--- src/tlbm_pkg.sv ---
// Shared types and constants for the tile latched bank mapper.
`default_nettype none

package tlbm_pkg;

    localparam int CFG_INDEX_W = 2;
    localparam int BANKS_W     = 9;
    localparam int PRG_W       = 4;
    localparam int CHR_W       = 5;
    localparam int SLOT_W      = 8;

    // Configuration register indexes
    localparam logic [CFG_INDEX_W-1:0] REG_PRG_BANKS_8K   = 2'd0;
    localparam logic [CFG_INDEX_W-1:0] REG_START_VERTICAL = 2'd1;

    localparam logic [BANKS_W-1:0] PRG_BANKS_RESET = 9'd16;
    localparam logic [BANKS_W-1:0] PRG_BANKS_MIN   = 9'd4;
    localparam logic [BANKS_W-1:0] PRG_BANKS_MAX   = 9'd256;

    // Item operations
    localparam logic OP_CPU_WRITE = 1'b0;
    localparam logic OP_PPU_FETCH = 1'b1;

    // CPU write regions, address bits 15..12
    localparam logic [3:0] RGN_PRG_SELECT = 4'hA;
    localparam logic [3:0] RGN_CHR0       = 4'hB;
    localparam logic [3:0] RGN_CHR1       = 4'hC;
    localparam logic [3:0] RGN_CHR2       = 4'hD;
    localparam logic [3:0] RGN_CHR3       = 4'hE;
    localparam logic [3:0] RGN_MIRROR     = 4'hF;

    // PPU trigger tiles, address bits 7..4
    localparam logic [3:0] TILE_CLEAR = 4'hD;
    localparam logic [3:0] TILE_SET   = 4'hE;

    typedef enum logic {
        ST_IDLE,
        ST_REDUCE
    } state_t;

    typedef struct packed {
        logic apply;   // accept transaction and update mapper state
        logic step;    // subtract bank count from remainder
        logic load;    // load result register
    } ctrl_cmd_t;

    typedef struct packed {
        logic rem_ge;  // remainder still >= bank count
    } dp_status_t;

endpackage

`default_nettype wire

--- src/tile_latched_bank_mapper.sv ---
// Top level of the tile latched bank mapper.
`default_nettype none

// Each accepted transaction (CPU register write or PPU pattern fetch) updates
// the mapper state at the accepting edge and yields one result: the four 8KB
// program slot banks, the two 4KB character banks picked by the tile latches,
// and the mirroring mode. The result is loaded into the output register once
// the remainder unit is done and the output register is free; the remainder
// unit takes the program bank select modulo the bank count by subtracting the
// count once per cycle, up to three times for counts of 4 and 5. A new
// transaction is taken in the cycle after the result is registered, while that
// result may still wait for out_ready. Configuration writes are always ready
// and take effect at the accepting edge, but a start-vertical write is lost if
// a transaction is accepted in the same cycle; write them only while the block
// holds no transaction.
module tile_latched_bank_mapper (
    input  wire                                   clk,
    input  wire                                   rst_n,
    input  wire                                   cfg_valid,
    output logic                                  cfg_ready,
    input  wire  [tlbm_pkg::CFG_INDEX_W-1:0]      cfg_index,
    input  wire  [tlbm_pkg::BANKS_W-1:0]          cfg_data,
    input  wire                                   in_valid,
    output logic                                  in_ready,
    input  wire                                   op,
    input  wire  [15:0]                           address,
    input  wire  [7:0]                            data,
    output logic                                  out_valid,
    input  wire                                   out_ready,
    output logic [tlbm_pkg::SLOT_W-1:0]           prg_slot0_bank,
    output logic [tlbm_pkg::SLOT_W-1:0]           prg_slot1_bank,
    output logic [tlbm_pkg::SLOT_W-1:0]           prg_slot2_bank,
    output logic [tlbm_pkg::SLOT_W-1:0]           prg_slot3_bank,
    output logic [tlbm_pkg::CHR_W-1:0]            chr_low_bank,
    output logic [tlbm_pkg::CHR_W-1:0]            chr_high_bank,
    output logic                                  mirror_horizontal
);
    import tlbm_pkg::*;

    ctrl_cmd_t  cmd;
    dp_status_t status;

    assign cfg_ready = 1'b1;

    tlbm_ctrl u_ctrl (
        .clk       (clk),
        .rst_n     (rst_n),
        .in_valid  (in_valid),
        .in_ready  (in_ready),
        .out_valid (out_valid),
        .out_ready (out_ready),
        .status    (status),
        .cmd       (cmd)
    );

    tlbm_datapath u_datapath (
        .clk               (clk),
        .rst_n             (rst_n),
        .cmd               (cmd),
        .status            (status),
        .op                (op),
        .address           (address),
        .data              (data),
        .cfg_write         (cfg_valid),
        .cfg_index         (cfg_index),
        .cfg_data          (cfg_data),
        .prg_slot0_bank    (prg_slot0_bank),
        .prg_slot1_bank    (prg_slot1_bank),
        .prg_slot2_bank    (prg_slot2_bank),
        .prg_slot3_bank    (prg_slot3_bank),
        .chr_low_bank      (chr_low_bank),
        .chr_high_bank     (chr_high_bank),
        .mirror_horizontal (mirror_horizontal)
    );

endmodule

`default_nettype wire

--- src/tlbm_ctrl.sv ---
// Controller state machine for the tile latched bank mapper.
`default_nettype none

module tlbm_ctrl (
    input  wire                     clk,
    input  wire                     rst_n,
    input  wire                     in_valid,
    output logic                    in_ready,
    output logic                    out_valid,
    input  wire                     out_ready,
    input  tlbm_pkg::dp_status_t    status,
    output tlbm_pkg::ctrl_cmd_t     cmd
);
    import tlbm_pkg::*;

    state_t state_reg;
    state_t state_next;
    logic   out_valid_reg;
    logic   out_valid_next;
    logic   out_free;

    assign out_free = !out_valid_reg || out_ready;

    always_comb
    begin
        state_next = state_reg;
        unique case (state_reg)
            ST_IDLE:
            begin
                if (in_valid)
                    state_next = ST_REDUCE;
            end
            ST_REDUCE:
            begin
                if (!status.rem_ge && out_free)
                    state_next = ST_IDLE;
            end
            default: state_next = ST_IDLE;
        endcase
    end

    always_comb
    begin
        in_ready  = 1'b0;
        cmd.apply = 1'b0;
        cmd.step  = 1'b0;
        cmd.load  = 1'b0;
        unique case (state_reg)
            ST_IDLE:
            begin
                in_ready  = 1'b1;
                cmd.apply = in_valid;
            end
            ST_REDUCE:
            begin
                cmd.step = status.rem_ge;
                cmd.load = !status.rem_ge && out_free;
            end
            default: ;
        endcase
    end

    always_comb
    begin
        if (cmd.load)
            out_valid_next = 1'b1;
        else if (out_ready)
            out_valid_next = 1'b0;
        else
            out_valid_next = out_valid_reg;
    end

    always_ff @(posedge clk or negedge rst_n)
    begin
        if (!rst_n)
        begin
            state_reg     <= ST_IDLE;
            out_valid_reg <= 1'b0;
        end
        else
        begin
            state_reg     <= state_next;
            out_valid_reg <= out_valid_next;
        end
    end

    assign out_valid = out_valid_reg;

endmodule

`default_nettype wire

--- src/tlbm_datapath.sv ---
// Datapath for the tile latched bank mapper: mapper state, remainder unit, result register.
`default_nettype none

module tlbm_datapath (
    input  wire                                   clk,
    input  wire                                   rst_n,
    input  tlbm_pkg::ctrl_cmd_t                   cmd,
    output tlbm_pkg::dp_status_t                  status,
    input  wire                                   op,
    input  wire  [15:0]                           address,
    input  wire  [7:0]                            data,
    input  wire                                   cfg_write,
    input  wire  [tlbm_pkg::CFG_INDEX_W-1:0]      cfg_index,
    input  wire  [tlbm_pkg::BANKS_W-1:0]          cfg_data,
    output logic [tlbm_pkg::SLOT_W-1:0]           prg_slot0_bank,
    output logic [tlbm_pkg::SLOT_W-1:0]           prg_slot1_bank,
    output logic [tlbm_pkg::SLOT_W-1:0]           prg_slot2_bank,
    output logic [tlbm_pkg::SLOT_W-1:0]           prg_slot3_bank,
    output logic [tlbm_pkg::CHR_W-1:0]            chr_low_bank,
    output logic [tlbm_pkg::CHR_W-1:0]            chr_high_bank,
    output logic                                  mirror_horizontal
);
    import tlbm_pkg::*;

    logic [BANKS_W-1:0] prg_banks_reg;
    logic [PRG_W-1:0]   prg_select_reg;
    logic [PRG_W-1:0]   prg_select_next;
    logic [CHR_W-1:0]   chr0_reg;
    logic [CHR_W-1:0]   chr0_next;
    logic [CHR_W-1:0]   chr1_reg;
    logic [CHR_W-1:0]   chr1_next;
    logic [CHR_W-1:0]   chr2_reg;
    logic [CHR_W-1:0]   chr2_next;
    logic [CHR_W-1:0]   chr3_reg;
    logic [CHR_W-1:0]   chr3_next;
    logic               latch_low_reg;
    logic               latch_low_next;
    logic               latch_high_reg;
    logic               latch_high_next;
    logic               mirror_reg;
    logic               mirror_next;
    logic [PRG_W-1:0]   rem_reg;
    logic [PRG_W-1:0]   rem_next;

    logic [BANKS_W-1:0] bank_n;
    logic               ppu_hit;

    logic [SLOT_W-1:0]  slot0_reg;
    logic [SLOT_W-1:0]  slot1_reg;
    logic [SLOT_W-1:0]  slot2_reg;
    logic [SLOT_W-1:0]  slot3_reg;
    logic [CHR_W-1:0]   chr_low_reg;
    logic [CHR_W-1:0]   chr_high_reg;
    logic               mirror_out_reg;

    // Bank count clamped to the supported range
    always_comb
    begin
        if (prg_banks_reg < PRG_BANKS_MIN)
            bank_n = PRG_BANKS_MIN;
        else if (prg_banks_reg > PRG_BANKS_MAX)
            bank_n = PRG_BANKS_MAX;
        else
            bank_n = prg_banks_reg;
    end

    // Pattern table fetch of tile FD or FE
    assign ppu_hit = (address[15:13] == 3'b000) && (address[11:8] == 4'hF) &&
                     ((address[7:4] == TILE_CLEAR) || (address[7:4] == TILE_SET));

    always_comb
    begin
        prg_select_next = prg_select_reg;
        chr0_next       = chr0_reg;
        chr1_next       = chr1_reg;
        chr2_next       = chr2_reg;
        chr3_next       = chr3_reg;
        latch_low_next  = latch_low_reg;
        latch_high_next = latch_high_reg;
        mirror_next     = mirror_reg;
        if (cmd.apply)
        begin
            if (op == OP_CPU_WRITE)
            begin
                unique case (address[15:12])
                    RGN_PRG_SELECT: prg_select_next = data[PRG_W-1:0];
                    RGN_CHR0:       chr0_next       = data[CHR_W-1:0];
                    RGN_CHR1:       chr1_next       = data[CHR_W-1:0];
                    RGN_CHR2:       chr2_next       = data[CHR_W-1:0];
                    RGN_CHR3:       chr3_next       = data[CHR_W-1:0];
                    RGN_MIRROR:     mirror_next     = data[0];
                    default: ;
                endcase
            end
            else if (ppu_hit)
            begin
                if (address[12])
                    latch_high_next = (address[7:4] == TILE_SET);
                else
                    latch_low_next = (address[7:4] == TILE_SET);
            end
        end
        else if (cfg_write && (cfg_index == REG_START_VERTICAL))
        begin
            mirror_next = !cfg_data[0];
        end
    end

    assign status.rem_ge = ({{(BANKS_W-PRG_W){1'b0}}, rem_reg} >= bank_n);

    // Remainder by repeated subtraction; only taken when bank count fits in PRG_W bits
    always_comb
    begin
        rem_next = rem_reg;
        if (cmd.apply)
            rem_next = prg_select_next;
        else if (cmd.step)
            rem_next = rem_reg - bank_n[PRG_W-1:0];
    end

    always_ff @(posedge clk or negedge rst_n)
    begin
        if (!rst_n)
        begin
            prg_banks_reg      <= PRG_BANKS_RESET;
            prg_select_reg     <= '0;
            chr0_reg           <= '0;
            chr1_reg           <= '0;
            chr2_reg           <= '0;
            chr3_reg           <= '0;
            latch_low_reg      <= 1'b1;
            latch_high_reg     <= 1'b1;
            mirror_reg         <= 1'b1;
        end
        else
        begin
            if (cfg_write && (cfg_index == REG_PRG_BANKS_8K))
                prg_banks_reg <= cfg_data;
            prg_select_reg <= prg_select_next;
            chr0_reg       <= chr0_next;
            chr1_reg       <= chr1_next;
            chr2_reg       <= chr2_next;
            chr3_reg       <= chr3_next;
            latch_low_reg  <= latch_low_next;
            latch_high_reg <= latch_high_next;
            mirror_reg     <= mirror_next;
        end
    end

    always_ff @(posedge clk)
    begin
        rem_reg <= rem_next;
        if (cmd.load)
        begin
            slot0_reg      <= {{(SLOT_W-PRG_W){1'b0}}, rem_reg};
            slot1_reg      <= bank_n[SLOT_W-1:0] - SLOT_W'(3);
            slot2_reg      <= bank_n[SLOT_W-1:0] - SLOT_W'(2);
            slot3_reg      <= bank_n[SLOT_W-1:0] - SLOT_W'(1);
            chr_low_reg    <= latch_low_reg ? chr1_reg : chr0_reg;
            chr_high_reg   <= latch_high_reg ? chr3_reg : chr2_reg;
            mirror_out_reg <= mirror_reg;
        end
    end

    assign prg_slot0_bank    = slot0_reg;
    assign prg_slot1_bank    = slot1_reg;
    assign prg_slot2_bank    = slot2_reg;
    assign prg_slot3_bank    = slot3_reg;
    assign chr_low_bank      = chr_low_reg;
    assign chr_high_bank     = chr_high_reg;
    assign mirror_horizontal = mirror_out_reg;

endmodule

`default_nettype wire

--- config.mk ---
export PLATFORM = sky130hd
export DESIGN_NAME = tile_latched_bank_mapper
export DESIGN_NICKNAME = d
export VERILOG_FILES = /design/src/tlbm_pkg.sv /design/src/tile_latched_bank_mapper.sv /design/src/tlbm_ctrl.sv /design/src/tlbm_datapath.sv
export SDC_FILE = /design/constraint.sdc
export NUM_CORES = 1
export LEC_CHECK = 0
export BUFFER_PORTS_ARGS = -buffer_cell sky130_fd_sc_hd__buf_2
export CAP_MARGIN = 25
export CORE_ASPECT_RATIO = 1.75
export CORE_UTILIZATION = 30
export CTS_BUF_LIST = sky130_fd_sc_hd__clkbuf_2 sky130_fd_sc_hd__clkbuf_4 sky130_fd_sc_hd__clkbuf_8
export CTS_CLUSTER_DIAMETER = 150
export DETAILED_ROUTE_END_ITERATION = 10
export GPL_TIMING_DRIVEN = 0
export PLACE_DENSITY_LB_ADDON = 0.2
export SLEW_MARGIN = 15
export SYNTH_ARGS = -nofsm -noshare
export SYNTH_HDL_FRONTEND = slang
export SYNTH_SLANG_ARGS = --single-unit
--- constraint.sdc ---
create_clock -name clk -period 12.3 [get_ports clk]
set_input_delay 3.69 -clock clk [delete_from_list [all_inputs] [get_ports clk]]
set_output_delay 3.69 -clock clk [all_outputs]
set_load 0.01 [all_outputs]
==> out/qor.tcl, run 1 <==
set qor(run_status) {completed}
set qor(vias_per_cell) 4.55
set qor(clockRootBuffer) {sky130_fd_sc_hd__clkbuf_8}
set qor(irDropWorstVdd_v) 0.0000899
set qor(cp_cell_instances) {buf_2, nor2b_4, nand4b_4, nor3_1, mux2_2}
set qor(critical_path.reg2reg.endpoint) {u_datapath.prg_slot1_bank[6]}
set qor(transition_time_at_the_pin_with_the_least_slew_margin_ns) 0.905
set qor(clock_sinks) 80
set qor(die_width_um) 87.7
set qor(timing.final.crit_share) 0.403
set qor(worst-r2r-setup-slack_ns) 8.84
set qor(post-route-drc-count) 0
set qor(post-dp-hpwl_um) 6350
set qor(report.final.slew_viol_count) 0
set qor(number_of_nets_in_the_layout) 432
set qor(global_route_total_usage_across_every_layer) 0.136
set qor(number_of_antenna_violations_at_the_first_check_in_global_routing) 0
set qor(r2r_cells) 9
set qor(layout.cell_area.non_filler_mm2) 0.00477
set qor(power_density_mw_per_mm2) 212
set qor(grt_first_pass_wirelength_um) 13400
set qor(timing.hold.ws_ns) 0.483
set qor(cp_num_buf_inv) 1
set qor(r2r-start) {u_datapath.prg_banks_reg[6]}
set qor(finalSetupViolations) 0
set qor(finalWorstPathRequiredPeriod_ns) 4.96
set qor(place_area_mm2) 0.00448
set qor(yosysWarnings) 0
set qor(cts_buffer_depth) 2
set qor(largest_register_ff_count) 9
set qor(worst_path_fanout_max) 5
set qor(worst_hold_path_type) {flop to flop}
set qor(first_global_vias) 2528
set qor(drtIter0Drc) 91
set qor(worst_setup_path_endpoint) {u_datapath.chr1_reg[2]}
set qor(coreArea_mm2) 0.0125
set qor(critical_path_class) {input pin to flop}
set qor(die_height_um) 152
set qor(finClkSkew_ns) 0.00731
set qor(total_power_mw) 1.01
set qor(tritoncts_clock_tree) {yes}
set qor(timing.critical_path.from) {in_valid}
set qor(drive_above_1_share) 0.415
set qor(numPortBuffers) 74
set qor(slew_headroom) 0.396
set qor(cp_slowest_stage_delay_ns) 0.65
set qor(postRouteWirelength_um) 8320
set qor(fillers) 1236
set qor(crit_family) {simple AND/OR/NAND/NOR gates}
set qor(routabilityCongestion) 0.880
set qor(areaGrowthSynthToFinish_pct) 23.7
set qor(crit_arrival_ns) 5.21
set qor(drt_pass1_iterations) 4
set qor(globalRoute.totalOverflow) 0
set qor(clkTransAtPathRegs_ns) 0.08
set qor(die-area_mm2) 0.0133
set qor(fmaxAchievable_mhz) 202
set qor(final_common_cell) {sky130_fd_sc_hd__buf_2}
set qor(insertedDiodeCount) 0
set qor(largest_net_degree_at_the_start_of_global_routing) 39
set qor(path_depth) 5
set qor(cts.repair_timing.setup_buffer_count) 0
set qor(ys_dominant_reg_cell) {sky130_fd_sc_hd__edfxtp_1}
set qor(cp-end-kind) {flop}
set qor(cp_data_required_time_ns) 12.55
set qor(ctsHoldBuffers) 0
set qor(num_vias) 2521
set qor(critPathSlowestCell) {sky130_fd_sc_hd__nor3_1}
set qor(synth_async_sr_flop_share) 0.475
set qor(cts-htree-levels) 3
set qor(netlist-cell-type-count) 50
set qor(synth-seq-cells) 80
set qor(tns_ns) 0
set qor(number_of_enable_flip_flop_cells_after_synthesis) 42
set qor(startpoint_type) {input pin}
set qor(synthesis.instances) 292
set qor(cts-resized-gates) 0
set qor(most-common-layout-cells) {sky130_fd_sc_hd__buf_2 (77), sky130_fd_sc_hd__edfxtp_1 (42), sky130_fd_sc_hd__mux2_2 (40), sky130_fd_sc_hd__dfrtp_1 (34), sky130_fd_sc_hd__nand2_1 (23)}
set qor(utilization) 0.381
set qor(max-cap-violations) 0
set qor(drt.antenna.violating_nets) 0
set qor(post_synth_instance_area_mm2) 0.00385
set qor(syn_area_per_cell_um2) 13.2
set qor(setup_repair_after_global_routing_missed_its_margin) {no}
set qor(initial_core_utilization) 0.308
set qor(tritoncts.num_buffers) 9
set qor(latest_clock_arrival_within_the_worst_skew_pair_ns) 0.35
set qor(io_pins) 87
set qor(hold_violations) 0
set qor(routed_length_per_placed_instance_um) 15.0
set qor(leakage_power_figure_nw) 2.04
set qor(yosysSeqAreaShare) 0.575
set qor(row_count) 54
==> routing by layer <==
layer	track usage	share of wire
met1	0.148	0.38
met2	0.245	0.56
met3	0.0266	0.036
met4	0.0664	0.027
met5	0	0
==> final cells by class <==
class                           count  area (µm²)  area share
Clock buffer                       10         131      0.0276
Multi-Input combinational cell    186        1510       0.317
Timing Repair Buffer               75         398      0.0835
Inverter                           12        45.0     0.00945
Buffer                             17         101      0.0213
Clock inverter                      6         155      0.0325
Sequential cell                    80        2220       0.465
Tap cell                          168         210      0.0441
==> how the worst min path moves through the flow <==
stage               cells past startpoint                      endpoint                  start  slack (ns)
floorplan                               0  u_datapath.prg_slot0_bank[0]  u_datapath.rem_reg[0]        0.43
global placement                        0  u_datapath.prg_slot0_bank[3]  u_datapath.rem_reg[3]        0.47
detailed placement                      0  u_datapath.prg_slot0_bank[3]  u_datapath.rem_reg[3]        0.47
CTS                                     0  u_datapath.prg_slot0_bank[3]  u_datapath.rem_reg[3]        0.49
global route                            0  u_datapath.prg_slot0_bank[3]  u_datapath.rem_reg[3]        0.51
finish                                  0  u_datapath.prg_slot0_bank[3]  u_datapath.rem_reg[3]        0.48
==> synthesized netlist by cell type, drive strengths merged, types with 5 or more instances <==
master	n	area (µm²)
nor2b	6	45.0
mux2i	6	60.1
dfrtp	34	851
xnor2	6	52.6
nor2	9	33.8
clkbuf	6	22.5
nand2	23	86.3
buf	11	78.8
nor3	9	45.0
inv	11	41.3
ha	9	113
a21oi	5	25.0
nand2b	5	31.3
o21ai	12	60.1
mux2	45	526
edfxtp	42	1260
==> cells by family after synthesis <==
kind of cell | share of synthesized area
flip-flops | 0.575
multiplexers | 0.152
other | 0.00195
buffers and inverters | 0.0380
AO/OA/AOI/OAI | 0.0610
adder cells (fa/ha/maj) | 0.0344
AND/OR/NAND/NOR | 0.121
XOR/XNOR | 0.0159
==> report_power, final <==
group,switching (mW),leakage [nW],internal [mW]
sequential,0.0374,0.878,0.400
clock,0.0963,0.144,0.178
combinational,0.165,1.02,0.133
==> stage by stage <==
stage / cells / setup WS, ns
global route: 554 / 7.26
global placement: 537 / 5.28
finish: 554 / 7.34
floorplan: 295 / 6.40
detailed placement: 538 / 6.94
CTS: 554 / 7.33
Note: power is estimated with default switching activity, not from simulation.
==> run 2: changes to the inputs <==
--- a/config.mk
+++ b/config.mk
@@ -5,6 +5,7 @@
 export SDC_FILE = /design/constraint.sdc
 export NUM_CORES = 1
 export LEC_CHECK = 0
+export ABC_AREA = 1
 export BUFFER_PORTS_ARGS = -buffer_cell sky130_fd_sc_hd__buf_2
 export CAP_MARGIN = 25
 export CORE_ASPECT_RATIO = 1.75
==> constraint.sdc (replaced) <==
create_clock -name clk -period 4.15 [get_ports clk]
set_input_delay 1.245 -clock clk [delete_from_list [all_inputs] [get_ports clk]]
set_output_delay 1.245 -clock clk [all_outputs]
set_load 0.01 [all_outputs]
==> out/qor.tcl, run 2 <==
set qor(run_status) {completed}
set qor(post-dp-hpwl_um) 6140 ;# -3.4%
set qor(synth_compound_gate_area_share) 0.0619 ;# +0.000827
set qor(clkTransAtPathRegs_ns) 0.08 ;# about the same
set qor(initial_core_utilization) 0.308 ;# about the same
set qor(tritoncts.num_buffers) 9 ;# unchanged
set qor(fillers) 1218 ;# -1.5%
set qor(ctsHoldBuffers) 0 ;# unchanged
set qor(post-route-drc-count) 0 ;# unchanged
set qor(synth_adder_area_share) 0.0358 ;# +0.00142
set qor(final_common_cell) {sky130_fd_sc_hd__buf_2}
set qor(timing.hold.ws_ns) 0.454 ;# -0.0292 ns
set qor(first_global_vias) 2511 ;# -0.67%
set qor(tns_ns) 0 ;# unchanged
set qor(die_height_um) 149 ;# -2.0%
set qor(post_synth_instance_area_mm2) 0.00370 ;# -4.0%
set qor(post-synth-top-area-fraction) 0.341 ;# +0.0135
set qor(sequentialPowerShare) 0.464 ;# +0.031
set qor(synthXorXnorAreaFrac) 0.0260 ;# +0.0101
set qor(startpoint_type) {flop}
set qor(synth_async_sr_flop_share) 0.475 ;# unchanged
set qor(yosysWarnings) 0 ;# unchanged
set qor(drt.antenna.violating_nets) 0 ;# unchanged
set qor(most-common-layout-cells) {sky130_fd_sc_hd__buf_2 (73), sky130_fd_sc_hd__nand2_1 (64), sky130_fd_sc_hd__inv_1 (42), sky130_fd_sc_hd__edfxtp_1 (42), sky130_fd_sc_hd__dfrtp_1 (34)}
set qor(routabilityCongestion) 0.845 ;# -3.9%
set qor(syn_area_per_cell_um2) 10.6 ;# -19%
set qor(ys_dominant_reg_cell) {sky130_fd_sc_hd__edfxtp_1}
set qor(largest_register_ff_count) 9 ;# unchanged
set qor(synthesis.instances) 348 ;# +19%
set qor(timing.critical_path.from) {u_datapath.prg_banks_reg[5]}
set qor(crit_arrival_ns) 3.22 ;# -1.99 ns
set qor(grt_first_pass_wirelength_um) 12800 ;# -4.0%
set qor(numPortBuffers) 73 ;# -1.4%
set qor(io_pins) 87 ;# unchanged
set qor(clockRootBuffer) {sky130_fd_sc_hd__clkbuf_8}
set qor(worst-r2r-setup-slack_ns) 0.98 ;# -7.86 ns
set qor(finalWorstSetupSlack_ns) 0.984 ;# -6.35 ns
set qor(die_width_um) 86.0 ;# -2.0%
set qor(largest_net_degree_at_the_start_of_global_routing) 39 ;# unchanged
set qor(cts-resized-gates) 0 ;# unchanged
set qor(transition_time_at_the_pin_with_the_least_slew_margin_ns) 0.864 ;# -0.0410 ns
set qor(max-cap-violations) 0 ;# unchanged
set qor(place_area_mm2) 0.00431 ;# -3.8%
set qor(finClkSkew_ns) 0.00890 ;# +0.00159 ns
set qor(tritoncts_clock_tree) {yes}
set qor(die-area_mm2) 0.0128 ;# -3.9%
set qor(drt_pass1_iterations) 4 ;# unchanged
set qor(fmaxAchievable_mhz) 316
set qor(irDropWorstVdd_v) 0.000219 ;# +140%
set qor(cts-htree-levels) 3 ;# unchanged
set qor(clock_sinks) 80 ;# unchanged
set qor(drive_above_1_share) 0.288 ;# -0.127
set qor(biggest_area_contributors_in_the_synthesized_netlist) {sky130_fd_sc_hd__edfxtp_1 (34%), sky130_fd_sc_hd__dfrtp_1 (23%), sky130_fd_sc_hd__nand2_1 (6.5%), sky130_fd_sc_hd__inv_1 (4.3%), sky130_fd_sc_hd__mux2_2 (4.3%)}
set qor(netlist-cell-type-count) 35 ;# -30%
set qor(cts_buffer_depth) 2 ;# unchanged
set qor(num_vias) 2598 ;# +3.1%
set qor(worst_path_fanout_max) 29 ;# +24
set qor(coreArea_mm2) 0.0120 ;# -4.0%
set qor(p_sw_uw) 832 ;# +180%
set qor(power.internal_mw) 1.86 ;# +160%
set qor(vias_per_cell) 4.29 ;# -5.8%
set qor(pwr-share-comb) 0.281 ;# -0.014
set qor(yosysSeqAreaShare) 0.599 ;# +0.0237
set qor(critical_path.reg2reg.endpoint) {u_datapath.prg_slot2_bank[3]}
set qor(number_of_antenna_violations_at_the_first_check_in_global_routing) 0 ;# unchanged
set qor(synth.largest_area_cell) {sky130_fd_sc_hd__edfxtp_1}
set qor(layout.cell_area.non_filler_mm2) 0.00455 ;# -4.6%
set qor(hold_violations) 0 ;# unchanged
set qor(row_count) 53 ;# -1.9%
set qor(power_density_mw_per_mm2) 592 ;# +180%
set qor(finalSetupViolations) 0 ;# unchanged
set qor(report.final.slew_viol_count) 0 ;# unchanged
set qor(synth-seq-cells) 80 ;# unchanged
set qor(synth_mux_area_frac) 0.0507 ;# -0.101
set qor(worst_hold_path_type) {flop to flop}
set qor(r2r-start) {u_datapath.prg_banks_reg[5]}
set qor(p_clk_frac) 0.255 ;# -0.017
set qor(timing.final.crit_share) 0.763
set qor(cts.repair_timing.setup_buffer_count) 0 ;# unchanged
set qor(leakage_power_figure_nw) 2.14 ;# +5.0%
set qor(cp-end-kind) {flop}
set qor(number_of_enable_flip_flop_cells_after_synthesis) 42 ;# unchanged
set qor(areaGrowthSynthToFinish_pct) 22.9
set qor(critical_path_class) {flop to flop}
set qor(postRouteWirelength_um) 7960 ;# -4.4%
set qor(synth_top_family_by_area) {simple AND/OR/NAND/NOR gates}
set qor(pre_cts_ws_ns) 0.908 ;# -6.03 ns
set qor(insertedDiodeCount) 0 ;# unchanged
set qor(yosys-top-cells-count) {sky130_fd_sc_hd__nand2_1 (64), sky130_fd_sc_hd__edfxtp_1 (42), sky130_fd_sc_hd__inv_1 (42)}
set qor(slew_headroom) 0.424 ;# +0.0273
set qor(r2r_cells) 13 ;# +4
set qor(global_route_total_usage_across_every_layer) 0.134 ;# -0.00229
set qor(routed_length_per_placed_instance_um) 13.1 ;# -13%
set qor(worst_setup_path_endpoint) {u_datapath.prg_slot2_bank[3]}
set qor(cp_data_required_time_ns) 4.20 ;# -8.35 ns
set qor(setup_repair_after_global_routing_missed_its_margin) {no}
set qor(drtIter0Drc) 108 ;# +19%
set qor(number_of_nets_in_the_layout) 487 ;# +13%
set qor(synth_simple_gate_area_frac) 0.161 ;# +0.0395
set qor(finalWorstPathRequiredPeriod_ns) 3.17
set qor(switching_share_of_power) 0.309 ;# +0.0127
set qor(globalRoute.totalOverflow) 0 ;# unchanged
set qor(post-synth-top-count-cell) {sky130_fd_sc_hd__nand2_1}
set qor(latest_clock_arrival_within_the_worst_skew_pair_ns) 0.35 ;# about the same
==> run 2: metrics by stage <==
step	util	std cells	total power, mW
global route	0.379	606	2.88
floorplan	-	351	1.74
global placement	0.357	589	2.01
finish	0.379	606	2.69
CTS	0.379	606	2.74
detailed placement	0.359	590	2.04
==> run 2: cells by family (layout without fill, tap and decap cells) <==
group,count (synthesis),count (layout)
AND/OR/NAND/NOR,130,130
flip-flops,80,80
buffers and inverters,55,145
AO/OA/AOI/OAI,43,43
multiplexers,17,17
XOR/XNOR,11,11
adder cells (fa/ha/maj),10,10
other,2,5
==> run 2: power groups by stage <==
| stage | Combinational (mW) | Sequential (mW) | Clock (mW) |
|---|---|---|---|
| finish | 0.756 | 1.25 | 0.687 |
| CTS | 0.776 | 1.25 | 0.714 |
| global route | 0.858 | 1.28 | 0.743 |
| detailed placement | 0.771 | 1.27 | 0 |
| floorplan | 0.404 | 1.34 | 0 |
| global placement | 0.733 | 1.28 | 0 |
==> run 2: worst min-delay path by stage <==
stage / startpoint / endpoint / slack [ns] / depth (start not counted)
after global routing: u_datapath.rem_reg[3] / u_datapath.prg_slot0_bank[3] / 0.48 / 0
final: u_datapath.rem_reg[0] / u_datapath.prg_slot0_bank[0] / 0.45 / 0
after CTS: u_datapath.rem_reg[0] / u_datapath.prg_slot0_bank[0] / 0.46 / 0
after detailed placement: u_datapath.rem_reg[0] / u_datapath.prg_slot0_bank[0] / 0.44 / 0
after global placement: u_datapath.rem_reg[0] / u_datapath.prg_slot0_bank[0] / 0.44 / 0
after floorplan: u_datapath.rem_reg[0] / u_datapath.prg_slot0_bank[0] / 0.43 / 0
==> run 2: layer usage <==
layer	routed length, µm	track usage
met5	0	0
met4	155	0.0650
met3	329	0.0288
met2	4400	0.243
met1	3070	0.144
==> run 2: worst max-delay path: stages, from the launching register on <==
cell	delay (ns)
sky130_fd_sc_hd__dfrtp_1	0.42
sky130_fd_sc_hd__nor2_1	0.12
sky130_fd_sc_hd__nand2_1	0.08
sky130_fd_sc_hd__o21ai_2	0.27
sky130_fd_sc_hd__nand3_1	0.38
sky130_fd_sc_hd__ha_1	0.43
sky130_fd_sc_hd__nand3_1	0.09
sky130_fd_sc_hd__nand2_1	0.08
sky130_fd_sc_hd__nand2_1	0.07
sky130_fd_sc_hd__nand3b_1	0.07
sky130_fd_sc_hd__nand2_1	0.09
sky130_fd_sc_hd__nand2_1	0.12
sky130_fd_sc_hd__nor2_4	0.37
sky130_fd_sc_hd__buf_12	0.26
==> run 2: area by class of cell <==
type | count | area, µm² | area share
buffer | 11 | 67.6 | 0.0149
timing repair buffer | 74 | 385 | 0.0847
clock buffer | 10 | 131 | 0.0289
multi-input combinational | 216 | 1270 | 0.279
tap | 165 | 206 | 0.0454
sequential | 80 | 2220 | 0.487
clock inverter | 6 | 106 | 0.0234
inverter | 44 | 168 | 0.0369
